[config.mk]
export PLATFORM = sky130hd
export DESIGN_NAME = indent_row_tokenizer
export DESIGN_NICKNAME = d
export VERILOG_FILES = /design/src/rtl/irt_pkg.sv /design/src/rtl/indent_row_tokenizer.sv
export SDC_FILE = /design/constraint.sdc
export NUM_CORES = 1
export LEC_CHECK = 0
export BUFFER_PORTS_ARGS = -buffer_cell sky130_fd_sc_hd__buf_2
export CORE_ASPECT_RATIO = 1.2
export CORE_UTILIZATION = 31
export DETAILED_ROUTE_END_ITERATION = 6
export PLACE_DENSITY = 0.49
export SLEW_MARGIN = 20
export SYNTH_ARGS = -nofsm -noshare
export SYNTH_HDL_FRONTEND = slang
export SYNTH_SLANG_ARGS = --single-unit
[constraint.sdc]
create_clock -name i_clk -period 4.5 [get_ports i_clk]
set_input_delay 0.45 -clock i_clk [delete_from_list [all_inputs] [get_ports i_clk]]
set_output_delay 0.45 -clock i_clk [all_outputs]
set_load 0.01 [all_outputs]
[src/rtl/irt_pkg.sv]
// ----------------------------------------------------------------------------
// irt_pkg: shared types and constants for the indent row tokenizer
// Result kinds, character classes, level width and the result record.
// ----------------------------------------------------------------------------
package irt_pkg;

    localparam int unsigned LEVEL_BITS = 16;
    localparam int unsigned OUT_LEVEL_BITS = 16;
    localparam logic [OUT_LEVEL_BITS-1:0] OUT_LEVEL_MAX = '1;
    localparam logic [LEVEL_BITS-1:0] LEVEL_MAX = '1;

    // result kinds
    localparam logic [2:0] K_KEY  = 3'd0;
    localparam logic [2:0] K_CONN = 3'd1;
    localparam logic [2:0] K_ROW  = 3'd2;
    localparam logic [2:0] K_ERR  = 3'd3;
    localparam logic [2:0] K_ACC  = 3'd4;

    // characters
    localparam logic [7:0] CH_SPACE = 8'h20;
    localparam logic [7:0] CH_TAB   = 8'h09;
    localparam logic [7:0] CH_NL    = 8'h0A;
    localparam logic [7:0] CH_LT    = 8'h3C;
    localparam logic [7:0] CH_EQ    = 8'h3D;
    localparam logic [7:0] CH_UNDER = 8'h5F;
    localparam logic [7:0] CH_DOT   = 8'h2E;

    typedef struct packed {
        logic [2:0]                kind;
        logic [7:0]                ch;
        logic [OUT_LEVEL_BITS-1:0] level;
        logic                      last;
    } t_res;

    function automatic logic is_lower(input logic [7:0] c);
        return (c > 8'd96) && (c < 8'd123);
    endfunction

    function automatic logic is_dig(input logic [7:0] c);
        return (c > 8'd47) && (c < 8'd58);
    endfunction

    function automatic logic is_single_conn(input logic [7:0] c);
        return (c == 8'h3A) || (c == 8'h3B) || (c == 8'h2C) || (c == 8'h28) ||
               (c == 8'h29) || (c == 8'h2B) || (c == 8'h2D) || (c == 8'h2A) ||
               (c == 8'h2F);
    endfunction

    function automatic logic [OUT_LEVEL_BITS-1:0] sat_level(
        input logic [LEVEL_BITS-1:0] v
    );
        logic [31:0] w;
        w = 32'(v);
        return (w > 32'(OUT_LEVEL_MAX)) ? OUT_LEVEL_MAX : w[OUT_LEVEL_BITS-1:0];
    endfunction

    function automatic t_res mk_res(
        input logic [2:0]                kind,
        input logic [7:0]                ch,
        input logic [OUT_LEVEL_BITS-1:0] level
    );
        t_res r;
        r.kind  = kind;
        r.ch    = ((kind == K_KEY) || (kind == K_CONN)) ? ch : 8'd0;
        r.level = (kind == K_ROW) ? level : '0;
        r.last  = 1'b0;
        return r;
    endfunction

endpackage

[src/rtl/indent_row_tokenizer.sv]
// ----------------------------------------------------------------------------
// indent_row_tokenizer: byte-serial key/connector row checker
// Results of a byte are registered into the result queue on its transfer.
// Throughput: one byte per cycle; a byte yields 0..2 results, drained one per
// cycle while the output is ready, through a four-entry result queue, so input
// stalls only when the queue holds more than two results.
// Reset: synchronous, active low; clears parser state and empties the queue.
// ----------------------------------------------------------------------------
module indent_row_tokenizer (
    input  logic        i_clk,
    input  logic        i_rst_n,
    input  logic        i_s_tvalid,
    output logic        o_s_tready,
    input  logic [7:0]  i_s_tdata,   // [7:0] ch
    input  logic        i_s_tlast,   // is_end
    output logic        o_m_tvalid,
    input  logic        i_m_tready,
    output logic [23:0] o_m_tdata,   // [7:0] out_char, [23:8] row_level
    output logic [2:0]  o_m_tuser,   // [2:0] kind
    output logic        o_m_tlast    // last
);
    import irt_pkg::*;

    localparam logic [2:0] PH_KEY   = 3'd0;
    localparam logic [2:0] PH_NAME  = 3'd1;
    localparam logic [2:0] PH_INT   = 3'd2;
    localparam logic [2:0] PH_DOT   = 3'd3;
    localparam logic [2:0] PH_FRAC  = 3'd4;
    localparam logic [2:0] PH_ARROW = 3'd5;
    localparam logic [2:0] PH_HALT  = 3'd6;

    localparam logic [1:0] SM_NORMAL = 2'd0;
    localparam logic [1:0] SM_NLRUN  = 2'd1;
    localparam logic [1:0] SM_COUNT  = 2'd2;

    logic [2:0]            r_phase, n_phase;
    logic [1:0]            r_mode,  n_mode;
    logic [LEVEL_BITS-1:0] r_count, n_count;
    logic [LEVEL_BITS-1:0] r_level, n_level;

    t_res       r_mem [4];
    logic [1:0] r_wr, r_rd;
    logic [2:0] r_cnt;

    t_res       res_a, res_b;
    logic [1:0] n_res;
    logic       in_xfer, out_xfer;

    logic [LEVEL_BITS-1:0]     lvl_eff;
    logic [OUT_LEVEL_BITS-1:0] lvl_out;
    logic [7:0]                c;
    logic                      is_ws;

    assign o_s_tready = (r_cnt < 3'd3);
    assign in_xfer    = i_s_tvalid && o_s_tready;
    assign o_m_tvalid = (r_cnt != 3'd0);
    assign out_xfer   = o_m_tvalid && i_m_tready;

    assign o_m_tdata = {r_mem[r_rd].level, r_mem[r_rd].ch};
    assign o_m_tuser = r_mem[r_rd].kind;
    assign o_m_tlast = r_mem[r_rd].last;

    assign c       = i_s_tdata;
    assign is_ws   = (c == CH_SPACE) || (c == CH_TAB) || (c == CH_NL);
    // level as it stands once any pending whitespace run is closed
    assign lvl_eff = (r_mode != SM_NORMAL) ? r_count : r_level;
    assign lvl_out = sat_level(lvl_eff);

    always_comb begin
        n_phase = r_phase;
        n_mode  = r_mode;
        n_count = r_count;
        n_level = r_level;
        res_a   = mk_res(K_ERR, 8'd0, '0);
        res_b   = mk_res(K_ERR, 8'd0, '0);
        n_res   = 2'd0;

        if (i_s_tlast) begin
            priority if (r_phase == PH_KEY) begin
                res_a = mk_res(K_ACC, 8'd0, '0);
                n_res = 2'd1;
            end else if (r_phase == PH_ARROW) begin
                res_a = mk_res(K_ROW, 8'd0, lvl_out);
                res_b = mk_res(K_ACC, 8'd0, '0);
                n_res = 2'd2;
            end else if (r_phase != PH_HALT) begin
                res_a = mk_res(K_ERR, 8'd0, '0);
                n_res = 2'd1;
            end else begin
                n_res = 2'd0;
            end
            n_phase = PH_KEY;
            n_mode  = SM_NORMAL;
            n_count = '0;
            n_level = '0;
        end else if (r_phase == PH_HALT) begin
            n_res = 2'd0;
        end else if (is_ws) begin
            unique case (r_mode)
                SM_NORMAL: begin
                    if (c == CH_NL) begin
                        n_mode  = SM_NLRUN;
                        n_count = '0;
                    end
                end
                SM_NLRUN: begin
                    if (c != CH_NL) begin
                        n_mode  = SM_COUNT;
                        n_count = LEVEL_BITS'(1);
                    end
                end
                default: begin
                    if (r_count < LEVEL_MAX) n_count = r_count + LEVEL_BITS'(1);
                end
            endcase
        end else begin
            n_level = lvl_eff;
            n_mode  = SM_NORMAL;
            n_count = '0;
            n_res   = 2'd1;
            unique case (r_phase)
                PH_KEY: begin
                    priority if (is_lower(c)) begin
                        res_a   = mk_res(K_KEY, c, '0);
                        n_phase = PH_NAME;
                    end else if (is_dig(c)) begin
                        res_a   = mk_res(K_KEY, c, '0);
                        n_phase = PH_INT;
                    end else begin
                        n_phase = PH_HALT;
                    end
                end
                PH_NAME, PH_INT, PH_FRAC: begin
                    priority if ((r_phase == PH_NAME) && (is_lower(c) || c == CH_UNDER)) begin
                        res_a = mk_res(K_KEY, c, '0);
                    end else if ((r_phase != PH_NAME) && is_dig(c)) begin
                        res_a = mk_res(K_KEY, c, '0);
                    end else if ((r_phase == PH_INT) && (c == CH_DOT)) begin
                        res_a   = mk_res(K_KEY, c, '0);
                        n_phase = PH_DOT;
                    end else if (is_single_conn(c)) begin
                        res_a   = mk_res(K_CONN, c, '0);
                        res_b   = mk_res(K_ROW, 8'd0, lvl_out);
                        n_res   = 2'd2;
                        n_phase = PH_KEY;
                    end else if (c == CH_LT) begin
                        res_a   = mk_res(K_CONN, c, '0);
                        n_phase = PH_ARROW;
                    end else begin
                        n_phase = PH_HALT;
                    end
                end
                PH_DOT: begin
                    if (is_dig(c)) begin
                        res_a   = mk_res(K_KEY, c, '0);
                        n_phase = PH_FRAC;
                    end else begin
                        n_phase = PH_HALT;
                    end
                end
                PH_ARROW: begin
                    if (c == CH_EQ) begin
                        res_a = mk_res(K_CONN, c, '0);
                    end else begin
                        // row closes, then this byte opens the next key
                        res_a = mk_res(K_ROW, 8'd0, lvl_out);
                        n_res = 2'd2;
                        priority if (is_lower(c)) begin
                            res_b   = mk_res(K_KEY, c, '0);
                            n_phase = PH_NAME;
                        end else if (is_dig(c)) begin
                            res_b   = mk_res(K_KEY, c, '0);
                            n_phase = PH_INT;
                        end else begin
                            n_phase = PH_HALT;
                        end
                    end
                end
                default: begin
                    n_phase = PH_HALT;
                end
            endcase
        end

        if (n_res == 2'd1) res_a.last = 1'b1;
        if (n_res == 2'd2) res_b.last = 1'b1;
    end

    always_ff @(posedge i_clk) begin
        if (!i_rst_n) begin
            r_phase <= PH_KEY;
            r_mode  <= SM_NORMAL;
            r_count <= '0;
            r_level <= '0;
            r_wr    <= '0;
            r_rd    <= '0;
            r_cnt   <= '0;
        end else begin
            if (in_xfer) begin
                r_phase <= n_phase;
                r_mode  <= n_mode;
                r_count <= n_count;
                r_level <= n_level;
                r_wr    <= r_wr + n_res;
            end
            if (out_xfer) r_rd <= r_rd + 2'd1;
            r_cnt <= r_cnt + (in_xfer ? {1'b0, n_res} : 3'd0) - {2'b00, out_xfer};
        end
    end

    always_ff @(posedge i_clk) begin
        if (in_xfer && (n_res != 2'd0)) r_mem[r_wr] <= res_a;
        if (in_xfer && (n_res == 2'd2)) r_mem[r_wr + 2'd1] <= res_b;
    end

endmodule

==> flow_metrics.tcl <==
set metrics [dict create \
    status "complete, but fails checks" \
    violations "design-rule violations" \
    fill_cells 2604 \
    syn-instance-count 725 \
    p_leak_nw 3.01 \
    post-cts-setup-buffer-count 0 \
    grt_use_total 0.158 \
    routed_via_density 5.29 \
    antenna_found_initial 0 \
    worstHoldStart "i_rst_n" \
    ys_dominant_reg_cell "edfxtp_1" \
    synth_warnings 0 \
    cts_hold_buffers 0 \
    io_buffers 42 \
    post_synth.cell_area_avg_sq_um 11.4 \
    postCtsResizedCells 0 \
    grt_max_degree 35 \
    cp_data_required_time_ns 4.58 \
    drc 2 \
    die_h_um 181 \
    setup.worst_path.class "reg2reg" \
    worstSetupEndpointType "flop" \
    multi_input_area_sq_um 3770 \
    async_reset_ff_frac 0 \
    finalSetupViolCount 0 \
    tns_ns 0 \
    drt-total-wl_mm 20.4 \
    numCtsBuffers 17 \
    n_antenna_cell 0 \
    grt_pass1_wl_mm 32.6 \
    clk_latency_ns 0.43 \
    synth-seq-cells 158 \
    crit_chain "and3b_1 > o21ai_1 > o211a_1 > nor2_4 > a2bb2oi_4 > buf_4" \
    drv_cap 0 \
    critPathMaxFanout 28 \
    finalHoldViolCount 0 \
    seq_area_frac_synth 0.517 \
    fin_nets 768 \
    path_clk_slew_ns 0.07 \
    antenna_left 0 \
    root_buffer "clkbuf_16" \
    cp-startpoint "r_phase[0]" \
    fin_crit_ns 3.42 \
    critPathArrivalTime_ns 3.50 \
    max_stage_delay_ns 0.68 \
    area_growth_pct 13.6 \
    cp_slowest_cell "dfxtp_1" \
    dp_hpwl_mm 13.5 \
    drive_gt1_frac 0.205 \
    fmaxAchievable_mhz 292 \
    grt_overflow 0 \
    initial_core_util 0.315 \
    seqCellArea_sq_um 4290 \
    place_congestion 0.783 \
    clock-skew-final_ns 0.00917 \
    first_iter_violations 345 \
    powerDensity_nw_per_um2 443 \
    min_path_type "in2reg" \
    rsz0062_at_grt "false" \
    die_area_sq_um 27400 \
    coreArea_sq_um 26300 \
    placementRows 65 \
    max_slew.worst_pin.slew_ns 0.969 \
    rr_startpoint "r_phase[0]" \
    cts.sinks 158 \
    period_share 0.761 \
    yosysUniqueCellTypes 80 \
    slew_viol_final 0 \
    cp-start-kind "flop" \
    hold_slack_ns 0.381 \
    ir_drop_v 0.000196 \
    routedWlPerCell_um 18.6 \
    maxSlewHeadroom 0.345 \
    htree_levels 4 \
    ios 43 \
    path_buf_inv 1 \
    dr_total_vias 5808 \
    die_w_um 151 \
    dr.pass1.iters 7 \
    syn_area_sq_um 8280 \
    synth-edff-count 112 \
    grt_pass1_vias 5680 \
    clockBufferDepth 2 \
    critPathTopFamily "simple AND/OR/NAND/NOR gates" \
    cts_tree "built" \
    reg2reg_setup_slack_ns 1.08 \
]
-- cell usage after synthesis (4+ instances only) --
library cell  count  area [sq um]
a21oi_1          37           185
a31oi_1          11          68.8
a31oi_4           4          85.1
and2_1            6          37.5
and3_1            4          25.0
buf_1             5          18.8
buf_2            15          75.1
clkbuf_1         25          93.8
dfxtp_1          46           921
edfxtp_1        112          3360
ha_1              5          62.6
inv_1            12          45.0
mux2i_1          39           390
mux4_2           28           631
nand2_1          54           203
nand2b_1          7          43.8
nand3_1          16          80.1
nand3b_1          5          37.5
nand4_1           7          43.8
nand4b_1          4          35.0
nor2_1           87           327
nor3_1            9          45.0
nor4_1            7          43.8
o211ai_1          6          45.0
o21a_1            6          45.0
o21ai_0          28           140
o31ai_1          25           188
or2_1             6          37.5
or2_2            12          75.1
or3_1             4          25.0
or4_1            14           105
xnor2_1           5          43.8
-- path summary, 6_finish.rpt --
kind,cells after the start,endpoint
worst max register to register,6,r_mem[0][10]
worst min-delay path,2,r_count[0]
worst min register to register,2,r_level[11]
worst max-delay path,6,r_mem[0][10]
-- cell type report --
| class | count | share of cell area |
|---|---|---|
| inverter | 13 | 0.00519 |
| sequential | 158 | 0.456 |
| tap | 335 | 0.0446 |
| clock buffer | 23 | 0.0532 |
| clock inverter | 9 | 0.0104 |
| timing repair buffer | 52 | 0.0303 |
| multi-input combinational | 507 | 0.401 |
-- flip-flops by register name, summed over array words and instances, names as in the netlist, named ones only --
| signal | count |
|---|---|
| r_level | 16 |
| r_rd | 2 |
| r_cnt | 3 |
| r_count | 16 |
| r_mem | 112 |
| r_phase | 3 |
| r_mode | 2 |
| r_wr | 2 |
-- power breakdown --
part | internal [mW] | switching (mW)
logic | 0.414 | 0.524
clock network | 0.851 | 0.599
registers | 1.70 | 0.0819
-- routing by layer --
metal,global-route usage,up-vias,share of wire
li1,-,2806,-
met1,0.214,2888,0.47
met2,0.249,97,0.48
met3,0.0341,17,0.032
met4,0.0480,0,0.016
met5,0,-,0
-- stage by stage --
| step | std cells | setup WS, ns | power, mW | util | cell area, sq um |
|---|---|---|---|---|---|
| 2_1_floorplan | 728 | 0.355 | 2.45 | - | 8290 |
| 3_5_place_dp | 1065 | 1.06 | 2.78 | 0.335 | 8800 |
| 5_1_grt | 1097 | 0.833 | 4.39 | 0.358 | 9410 |
| 6_report | 1097 | 1.08 | 4.17 | 0.358 | 9410 |
| 3_3_place_gp | 1065 | 1.15 | 2.77 | 0.335 | 8800 |
| 4_1_cts | 1097 | 1.04 | 4.23 | 0.358 | 9400 |
-- layout by cell type (no fill, tap or decap), drive strengths merged, types with 5 or more instances in the layout --
cell,netlist,final
nand2,54,54
o211ai,6,6
o21ai,34,34
a211oi,6,6
nand2b,7,7
mux4,28,28
edfxtp,112,112
and2,6,6
clkinv,1,5
or2,18,18
inv,12,15
or4,15,15
nand4,7,7
a21oi,39,39
clkbuf,26,23
buf,24,52
nand3,16,16
dfxtp,46,46
ha,5,5
a31oi,15,15
nand3b,5,5
nor3,9,9
o31ai,25,25
o21a,6,6
nor2,91,91
mux2i,39,39
xnor2,5,5
nor4,8,8
-- kinds of logic after synthesis --
group                    share of synthesized area
multiplexers                                 0.123
flip-flops                                   0.517
adder cells (fa/ha/maj)                    0.00997
other                                     0.000453
buffers and inverters                       0.0332
AO/OA/AOI/OAI                                0.139
AND/OR/NAND/NOR                              0.169
XOR/XNOR                                   0.00741
(Power assumes the default switching activity.)
